`src/hdl/rsmd_queue.sv`:
```
`timescale 1ns / 1ps
// ----------------------------------------------------------------------------
// rsmd_queue - small synchronous first-in first-out queue
// Register-based storage with a fill count; the head entry is shown
// combinationally while the queue is not empty.
// ----------------------------------------------------------------------------
module rsmd_queue #(
  parameter int unsigned DATA_W = 8,
  parameter int unsigned DEPTH  = 4
) (
  input  logic              clk,
  input  logic              rst_n,
  input  logic              push,
  output logic              full,
  input  logic [DATA_W-1:0] wr_data,
  input  logic              pop,
  output logic              empty,
  output logic [DATA_W-1:0] rd_data
);

  localparam int unsigned AW = (DEPTH > 1) ? $clog2(DEPTH) : 1;
  localparam int unsigned CW = $clog2(DEPTH + 1);

  logic [DATA_W-1:0] mem_r [DEPTH];
  logic [AW-1:0]     wr_ptr_r, wr_ptr_nxt;
  logic [AW-1:0]     rd_ptr_r, rd_ptr_nxt;
  logic [CW-1:0]     count_r, count_nxt;
  logic              do_push, do_pop;

  assign full    = (count_r == CW'(DEPTH));
  assign empty   = (count_r == '0);
  assign do_push = push && !full;
  assign do_pop  = pop && !empty;
  assign rd_data = mem_r[rd_ptr_r];

  always_comb begin
    wr_ptr_nxt = wr_ptr_r;
    rd_ptr_nxt = rd_ptr_r;
    count_nxt  = count_r;
    if (do_push) begin
      wr_ptr_nxt = (wr_ptr_r == AW'(DEPTH - 1)) ? '0 : wr_ptr_r + AW'(1);
    end
    if (do_pop) begin
      rd_ptr_nxt = (rd_ptr_r == AW'(DEPTH - 1)) ? '0 : rd_ptr_r + AW'(1);
    end
    if (do_push && !do_pop) begin
      count_nxt = count_r + CW'(1);
    end else if (do_pop && !do_push) begin
      count_nxt = count_r - CW'(1);
    end
  end

  always_ff @(posedge clk) begin
    if (!rst_n) begin
      wr_ptr_r <= '0;
      rd_ptr_r <= '0;
      count_r  <= '0;
    end else begin
      wr_ptr_r <= wr_ptr_nxt;
      rd_ptr_r <= rd_ptr_nxt;
      count_r  <= count_nxt;
    end
  end

  always_ff @(posedge clk) begin
    if (do_push) begin
      mem_r[wr_ptr_r] <= wr_data;
    end
  end

endmodule

```
`config.mk`:
```
export PLATFORM = sky130hd
export DESIGN_NAME = rsmd_queue
export DESIGN_NICKNAME = d
export VERILOG_FILES = /design/src/hdl/rsmd_queue.sv
export SDC_FILE = /design/constraint.sdc
export NUM_CORES = 1
export LEC_CHECK = 0
export BUFFER_PORTS_ARGS = -buffer_cell sky130_fd_sc_hd__buf_2
export CAP_MARGIN = 25
export CELL_PAD_IN_SITES_DETAIL_PLACEMENT = 0
export CELL_PAD_IN_SITES_GLOBAL_PLACEMENT = 1
export CORE_UTILIZATION = 30
export CTS_CLUSTER_SIZE = 10
export DETAILED_ROUTE_END_ITERATION = 8
export PLACE_DENSITY_LB_ADDON = 0.1
export SLEW_MARGIN = 20
export SYNTH_ARGS = -nofsm -noshare
export SYNTH_HDL_FRONTEND = slang
export SYNTH_SLANG_ARGS = --single-unit
export TNS_END_PERCENT = 100
```
`constraint.sdc`:
```
create_clock -name clk -period 5.1 [get_ports clk]
set_input_delay 1.02 -clock clk [delete_from_list [all_inputs] [get_ports clk]]
set_output_delay 1.02 -clock clk [all_outputs]
set_load 0.1 [all_outputs]
```
==> metrics.txt <==
final core utilization=between 30% and 40%; CTS tree=yes; Worst Path Required=roughly 4.1 ns; CP max-delay cell=dfxtp_1; worst skew pair latency=about 0.29 ns; CP max FO=8; Crit Path Category=reg2out; max-slew violations=0; Seq/Total Area, Yosys=between 60% and 70%; via/cell ratio=around 4.3; growth of design area from synthesis to finish=17.6%; Die H=roughly 76 um; Die ar.=0.00573 mm2; TritonCTS Buffers=5; Root Buffer=clkbuf_8; Die W=75.7 um; initial core utilization=31.5%; routed wire length=2580 um; Final period util=around 57%; VDD IR-drop max=between 0.3 and 0.4 mV; worst stage delay on the critical path=about 0.69 ns; vias post-DR=around 820; Avg Inst Size Synth=17.5 um2; Crit Reg-Reg Endpoint=count_r[2]$_SDFFE_PN0P_; largest net degree at the start of global routing=13; Cell variety after synth=23; Worst Tran Pin Value=0.591 ns; Rel. slew slack=between 60% and 70%; Iteration-0 DRC Markers=16; CORE AREA=roughly 0.0052 mm2; setup violators final=0; RSZ-0062 raised after global routing=no; Startpoint Class=flop; number of global-route vias before repair=about 830; leakage=0.688 nW; row count=26; Final ANT Viol Nets=0; Max Cap Violations=0; clock slew at reported path FFs=roughly 0.07 ns; Placed Cells=180; cts-stage hold buffer count=0; Post-Place Setup Slack=about 2.1 ns; HPWL Detailed=about 1800 um; post-CTS sizing=0; reg2reg setup slack=roughly 2.7 ns; antenna diode count=0; GRT Util Overall=slightly above 10%; crit path DAT=about 1.9 ns; final hold violation count=0; Post-Syn Area=0.00163 mm2; hold path start=wr_ptr_r[1]$_SDFFE_PN0P_; min Tclk post-route=2.90 ns; FF-to-FF path depth=7; H-tree depth=2; # IOs=22; Worst Hold Path EP=wr_ptr_r[1]$_SDFFE_PN0P_; Synth Instances=a little over 90; initial antenna violation count=0; setup TNS=0 ns; yosys warns=0; fin cells=188; Buffers on Ports=21; PwrDens=roughly 600 mW/mm2; fin worst setup slack=around 2.2 ns; DRT Pass-1 Iters=4; nets@finish=approximately 140; worst clock skew=about 0.0044 ns; layout cells sized above 1=between 30% and 40%; RR Startpoint=count_r[0]$_SDFFE_PN0P_; drt wl/cell=approximately 14 um; #FFs+latches synth=41; Synthesized Nets=around 110; clock tree buffer depth=2; first-pass GRT wire length=3910 um; global route overflow=0; DRC Markers=0; fmax=roughly 0.34 GHz; Worst Setup End Kind=primary output; Post-CTS Setup Inserts=0; Fin Hold WS=0.503 ns; GPL Wtd Cong=approximately 0.74; Worst Hold Class=reg2reg; status=complete, no violations; CP cell instances=mux4_2 -> buf_2; worst hold stages=2; clock sinks=between 40 and 50
[placed cells by master, fill, tap and decap left out, drive strengths merged]
| master | Yosys | final |
|---|---|---|
| clkbuf | 1 | 8 |
| nor3b | 1 | 1 |
| or3 | 1 | 1 |
| fa | 1 | 1 |
| nor2b | 2 | 2 |
| ha | 6 | 6 |
| o31ai | 1 | 1 |
| xnor2 | 1 | 1 |
| nand2 | 6 | 6 |
| a21boi | 1 | 1 |
| buf | 3 | 21 |
| nor3 | 1 | 1 |
| o21ai | 3 | 3 |
| inv | 3 | 3 |
| nor2 | 2 | 2 |
| xor2 | 1 | 1 |
| and2 | 5 | 5 |
| mux2i | 3 | 3 |
| mux4 | 8 | 8 |
| edfxtp | 32 | 32 |
| dfxtp | 9 | 9 |
| nand3 | 2 | 2 |
[where the power goes]
group          internal, mW  switching [mW]
logic                 0.112           0.345
clock network         0.140           0.105
registers             0.411          0.0455
total                 0.663           0.496
[synth_stat cells]
| library cell | count | area share [%] |
|---|---|---|
| nor2_1 | 2 | 0.46 |
| nand2_1 | 6 | 1.4 |
| nand3_1 | 2 | 0.61 |
| mux2i_1 | 3 | 1.8 |
| inv_1 | 3 | 0.69 |
| nor3b_2 | 1 | 0.77 |
| edfxtp_1 | 32 | 59 |
| fa_1 | 1 | 1.2 |
| buf_1 | 1 | 0.23 |
| and2_1 | 5 | 1.9 |
| nor2b_1 | 2 | 0.77 |
| o31ai_1 | 1 | 0.46 |
| o21ai_0 | 3 | 0.92 |
| or3_1 | 1 | 0.38 |
| nor3_1 | 1 | 0.31 |
| ha_1 | 6 | 4.6 |
| xor2_1 | 1 | 0.54 |
| mux4_2 | 8 | 11 |
| xnor2_1 | 1 | 0.54 |
| clkbuf_1 | 1 | 0.23 |
| dfxtp_1 | 9 | 11 |
| a21boi_0 | 1 | 0.46 |
| buf_2 | 2 | 0.61 |
[critical path: cells and delay by family (launching register included)]
family / cells / cell delay (ns)
buf+inv: 1 / 0.31
flops: 1 / 0.69
mux: 1 / 0.59
[area by class of cell]
cell class / instances / area, um2
timing repair buffer: 21 / 105
sequential: 41 / 1140
inverter: 3 / 11.3
tap: 70 / 87.6
multi-input combinational: 45 / 460
fill: 493 / 3260
clock buffer: 8 / 111
[sequential cells by signal, indices dropped and copies added (netlist names), named ones only]
| signal | flops |
|---|---|
| rd_ptr_r | 2 |
| wr_ptr_r | 2 |
| mem_r | 32 |
| count_r | 3 |
[through the flow]
step / cell area [um2] / power [mW]
floorplan: 1630 / 0.857
global placement: 1810 / 0.921
detailed placement: 1810 / 0.930
CTS: 1920 / 1.17
global route: 1920 / 1.21
finish: 1920 / 1.16
[how the worst max path moves through the flow]
stage	cells after the start	start	end
6_report	2	flop	rd_data[4]
5_1_grt	2	flop	rd_data[1]
4_1_cts	2	flop	rd_data[1]
3_5_place_dp	8	push	count_r[2]$_SDFFE_PN0P_
3_3_place_gp	8	push	count_r[2]$_SDFFE_PN0P_
2_1_floorplan	1	count_r[0]$_SDFFE_PN0P_	empty
[per-layer routing]
| layer | GRT usage, % | vias to the layer above | share of wire [%] |
|---|---|---|---|
| met4 | 6.17 | 0 | 1.9 |
| met1 | 10.7 | 400 | 43 |
| li1 | - | 393 | - |
| met2 | 17.8 | 18 | 51 |
| met5 | 0 | - | 0 |
| met3 | 3.97 | 4 | 4.0 |
[logic make-up after synthesis]
logic type	count (synthesis)	synth area share, %
compound gates	5	1.84
flops	41	70.0
fa+ha+maj	7	5.83
xor+xnor	2	1.07
simple gates	20	6.60
mux	11	12.9
buf+inv	7	1.76
(Power assumes the default switching activity.)
