**src/hdl/rsmd_pkg.sv**
```systemverilog
`timescale 1ns / 1ps
// ----------------------------------------------------------------------------
// rsmd_pkg - shared types for the rounded saturating multiply-divide block
// Holds the code that the front end attaches to each beat so that the back
// end knows whether to divide or to force a fixed answer.
// ----------------------------------------------------------------------------
package rsmd_pkg;

  // How the back end settles a beat.
  typedef enum logic [1:0] {
    KIND_DIVIDE = 2'd0,  // run the long division
    KIND_ZERO   = 2'd1,  // zero divisor with a zero factor
    KIND_ONES   = 2'd2   // zero divisor with nonzero factors, or overflow
  } kind_t;

  localparam int unsigned KIND_W = $bits(kind_t);

endpackage

```
**src/hdl/rsmd_front.sv**
```systemverilog
`timescale 1ns / 1ps
// ----------------------------------------------------------------------------
// rsmd_front - operand intake, product and classification
// Stage one registers the double-width product and the zero-factor flag.
// Stage two adds half the divisor, checks for overflow and a zero divisor,
// and tags the beat for the back end.
// ----------------------------------------------------------------------------
module rsmd_front #(
  parameter int unsigned W = 32
) (
  input  logic                 clk,
  input  logic                 rst_n,
  input  logic                 push,
  output logic                 full,
  input  logic [W-1:0]         a,
  input  logic [W-1:0]         b,
  input  logic [W-1:0]         d,
  output logic                 dn_valid,
  input  logic                 dn_ready,
  output rsmd_pkg::kind_t      dn_kind,
  output logic [W-1:0]         dn_hi,
  output logic [W-1:0]         dn_lo,
  output logic [W-1:0]         dn_div
);

  logic             en;
  logic             s1_v_r, s1_v_nxt;
  logic [2*W-1:0]   s1_prod_r;
  logic [W-1:0]     s1_d_r;
  logic             s1_zf_r;
  logic             s2_v_r, s2_v_nxt;
  rsmd_pkg::kind_t  s2_kind_r, s2_kind_nxt;
  logic [2*W-1:0]   s2_biased_r, biased;
  logic [W-1:0]     s2_d_r;

  // The whole front advances together; it holds only when its last stage
  // has a beat the queue cannot take.
  assign en   = !s2_v_r || dn_ready;
  assign full = !en;

  assign s1_v_nxt = push;
  assign s2_v_nxt = s1_v_r;

  always_comb begin
    biased = s1_prod_r + (2*W)'(s1_d_r >> 1);
    if (s1_d_r == '0) begin
      s2_kind_nxt = s1_zf_r ? rsmd_pkg::KIND_ZERO : rsmd_pkg::KIND_ONES;
    end else if (biased[2*W-1:W] >= s1_d_r) begin
      s2_kind_nxt = rsmd_pkg::KIND_ONES;
    end else begin
      s2_kind_nxt = rsmd_pkg::KIND_DIVIDE;
    end
  end

  always_ff @(posedge clk) begin
    if (!rst_n) begin
      s1_v_r <= 1'b0;
      s2_v_r <= 1'b0;
    end else if (en) begin
      s1_v_r <= s1_v_nxt;
      s2_v_r <= s2_v_nxt;
    end
  end

  always_ff @(posedge clk) begin
    if (en) begin
      s1_prod_r   <= (2*W)'(a) * (2*W)'(b);
      s1_d_r      <= d;
      s1_zf_r     <= (a == '0) || (b == '0);
      s2_kind_r   <= s2_kind_nxt;
      s2_biased_r <= biased;
      s2_d_r      <= s1_d_r;
    end
  end

  assign dn_valid = s2_v_r;
  assign dn_kind  = s2_kind_r;
  assign dn_hi    = s2_biased_r[2*W-1:W];
  assign dn_lo    = s2_biased_r[W-1:0];
  assign dn_div   = s2_d_r;

endmodule

```
**config.mk**
```make
export PLATFORM = sky130hd
export DESIGN_NAME = rsmd_front
export DESIGN_NICKNAME = d
export VERILOG_FILES = /design/src/hdl/rsmd_pkg.sv /design/src/hdl/rsmd_front.sv
export SDC_FILE = /design/constraint.sdc
export NUM_CORES = 2
export LEC_CHECK = 0
export BUFFER_PORTS_ARGS = -buffer_cell sky130_fd_sc_hd__buf_2
export CAP_MARGIN = 20
export CORE_MARGIN = 2
export CORE_UTILIZATION = 65
export CTS_BUF_LIST = sky130_fd_sc_hd__clkbuf_16
export DETAILED_ROUTE_END_ITERATION = 8
export MAX_ROUTING_LAYER = met4
export PLACE_DENSITY = 0.9
export SYNTH_ARGS = -nofsm -noshare
export SYNTH_HDL_FRONTEND = slang
export SYNTH_SLANG_ARGS = --single-unit
```
**constraint.sdc**
```tcl
create_clock -name clk -period 24 [get_ports clk]
set_input_delay 3.6 -clock clk [delete_from_list [all_inputs] [get_ports clk]]
set_output_delay 3.6 -clock clk [all_outputs]
set_load 0.05 [all_outputs]
```
==> key figures <==
CTS
  • # hold bufs at CTS: 0
  • Clock-pin transition on the worst setup and hold timing paths: 0.07 ns
  • Clock Tree Buf Depth: 2
  • Post-CTS Setup Bufs: 0
  • Number of gates resized after cts: 0
  • Cts bufs inserted: 17
  • Clk Latency, worst-skew pair: 0.44 ns
  • CTS Sinks: 197
  • H-Tree Level Count: 4
  • Root Buffer: clkbuf_16
  • CTS tree: yes

STA
  • F_max: 0.0907 GHz
  • Final setup violation count: 0
  • Period utilization: 45.9%
  • Final TNS setup: 0 ns
  • Slew Viols, Final: 0
  • Relative slew slack: 28.8%
  • RSZ-0062 raised after global routing: false
  • Fin. Hold Viols: 0
  • Clk_skew: 0.0111 ns
  • Crit path time final: 11.02 ns
  • Final worst setup slack: 12.98 ns
  • Actual slew at the worst max-slew pin: 1.07 ns

Run status
  • Status: finished, final reports clean

Cells and area
  • Area grow syn2layout: 4.34%
  • Post-Layout Inst Area: 44400 µm²
  • Final core occ: 68.7%
  • Layout cells sized above 1: 5.77%
  • Fillers: 4594
  • Post-layout nets: 5712

Route
  • TritonRoute pass-1 iters: 8
  • DRC: 0
  • Initial DRC count: 3357
  • Wire length per cell: 22.9 µm
  • WL met2: 56800 µm
  • Metal-1 WL: 41200 µm
  • Metal3 WL: 14400 µm
  • Highest metal used: met4
  • Vias: 32213
  • Drt total wl: 121000 µm
  • Post-DRT Antenna Nets: 0
  • Vias/cell: 6.12

Placement
  • Detailed Place HPWL: 90200 µm
  • Dpl ws: 12.64 ns
  • Port Buffers: 199
  • Placed cell area: 43800 µm²
  • Placer Congestion: 0.978

Die
  • IO Count: 200
  • Die ar.: 67500 µm²
  • Die Wd: 260 µm
  • Initial Util: 65.9%
  • Rows: 93
  • Core area: 64600 µm²
  • Die H: 260 µm

Min path
  • Hold_sp: s1_v_r
  • Hold Path End: s1_v_r
  • Hold path depth: 2
  • Worst Hold Class: flop to flop

Yosys
  • Top FF cell, synth: edfxtp_1
  • Synthesized Nets: 5712
  • Seq cells post-synth: 197
  • Post-synth EDFFs: 195
  • Yosys top cell area share: 42.2%
  • Cell variety after synth: 65
  • Largest area contributor in the netlist: fa_1
  • Avg Inst Size Synth: 9.69 µm²
  • Synth async-reset ratio: 0%
  • Seq/Total Area, Yosys: 13.9%
  • Cells after Synth: 4389
  • Area contributors post-synth: fa_1 (42%), edfxtp_1 (14%), ha_1 (9.6%), and2_1 (9.0%), inv_1 (8.0%)
  • Mapped Area: 42500 µm²
  • Synth Warn #: 0

Critical path
  • CP cell instances: buf_2, and2_1, fa_1, fa_1, fa_1, inv_1, fa_1, inv_1, fa_1, fa_1, fa_1, fa_1, ha_1, nand2_1, or4_1, o211ai_2, a41oi_2, o21a_1, o41ai_1, xor2_1
  • Worst Setup End Kind: flop
  • Worst r2r path cells: 19
  • CP startpoint kind: input port
  • CP Max Fanout: 33
  • CP max-delay cell: buf_2
  • Worst R2R Setup Slack: 18.17 ns
  • CP required: 24.18 ns
  • CP bufs+invs: 3
  • WP data arrival: 11.20 ns
  • CP Class: input port to flop
  • Crit Reg-Reg Startpoint: s1_d_r[11]
  • Critical Path Stages: 20
  • R2r endpoint: dn_kind[1]
  • CP max stage delay: 0.72 ns
  • Crit path max-delay family: adder cells
  • Critical path's most frequent cell: fa_1

GRT
  • Gr ovfl total: 0
  • Overall global routing resource usage: 37.9%
  • Largest net degree at the start of global routing: 81
  • First-pass GRT wire length: 188000 µm
  • Vias in the first global route: 35302
  • Initial antenna violation count: 2

Flow run
  • Max-cap violations: 0
[cell families after synthesis]
kind of cell / Yosys count / share of synthesized area (%)
AND/OR/NAND/NOR: 1380 / 16.8
adder cells (fa/ha/maj): 1223 / 51.8
buffers and inverters: 1132 / 10.0
AO/OA/AOI/OAI: 334 / 5.02
flip-flops: 197 / 13.9
XOR/XNOR: 123 / 2.53
[cells in the mapped netlist, types with 10 or more instances]
cell type and number:
fa_1 897, clkbuf_1 219, nor4_1 32, nor3_1 17, nor2b_1 10, o21ai_0 52, xnor2_1 65, nand2b_1 11
a21oi_1 123, xor2_1 58, nand4_1 37, o21a_1 10, nand3_1 37, a21o_1 51, ha_1 326, o21bai_1 18
and2_1 614, nor2_1 69, a31oi_1 14, nand2_1 517, edfxtp_1 195, inv_1 907, and3_1 17
[how the worst max path moves through the flow]
stage,startpoint,endpoint,slack (ns)
finish,a[16],s1_prod_r[59],12.98
global route,a[7],s1_prod_r[61],12.77
CTS,a[16],s1_prod_r[59],13.08
detailed placement,a[16],s1_prod_r[59],12.64
global placement,a[10],s1_prod_r[59],12.77
floorplan,dn_ready,full,10.30
[flip-flops by register name, indices dropped and copies added (netlist names)]
register,count
dn_div,32
dn_valid,1
s2_biased_r,64
dn_kind,2
s1_d_r,32
s1_prod_r,64
s1_v_r,1
s1_zf_r,1
[area by class of cell]
class / count / area [µm²] / share of cell area, %
Multi-Input combinational cell: 3060 / 32400 / 73.0
Sequential cell: 197 / 5900 / 13.3
Inverter: 907 / 3400 / 7.67
Tap cell: 855 / 1070 / 2.41
Timing Repair Buffer: 206 / 1050 / 2.36
Clock buffer: 17 / 425 / 0.959
Clock inverter: 15 / 138 / 0.310
Antenna cell: 3 / 7.51 / 0.0169
[layout by cell type, fill, tap and decap left out, drive strengths merged, types with 58 or more instances in the layout]
master,n
inv,911
buf,206
a21oi,124
and2,615
edfxtp,195
nor2,69
xnor2,65
nand2,517
xor2,58
o21ai,58
fa,897
ha,326
[worst min-delay path, cell delays in order, from the launching register on]
cell,delay (ns)
dfxtp_1,0.31
nand2_1,0.05
a21boi_0,0.07
[metal layers]
layer | GRT usage, % | up-vias
met3 | 10.1 | 645
met1 | 44.3 | 15973
met4 | 20.3 | 0
met5 | - | -
met2 | 59.9 | 2301
li1 | - | 13294
[per-stage QoR]
stage               hold WS (ns)  cells
finish                     0.478   5260
CTS                        0.479   5257
floorplan                  0.441   4389
global route               0.507   5260
detailed placement         0.463   5225
global placement           0.452   5225
Power is left out: the tool's default activity adds up to more than one toggle a clock period on the data nets, which glitch-free logic cannot reach.
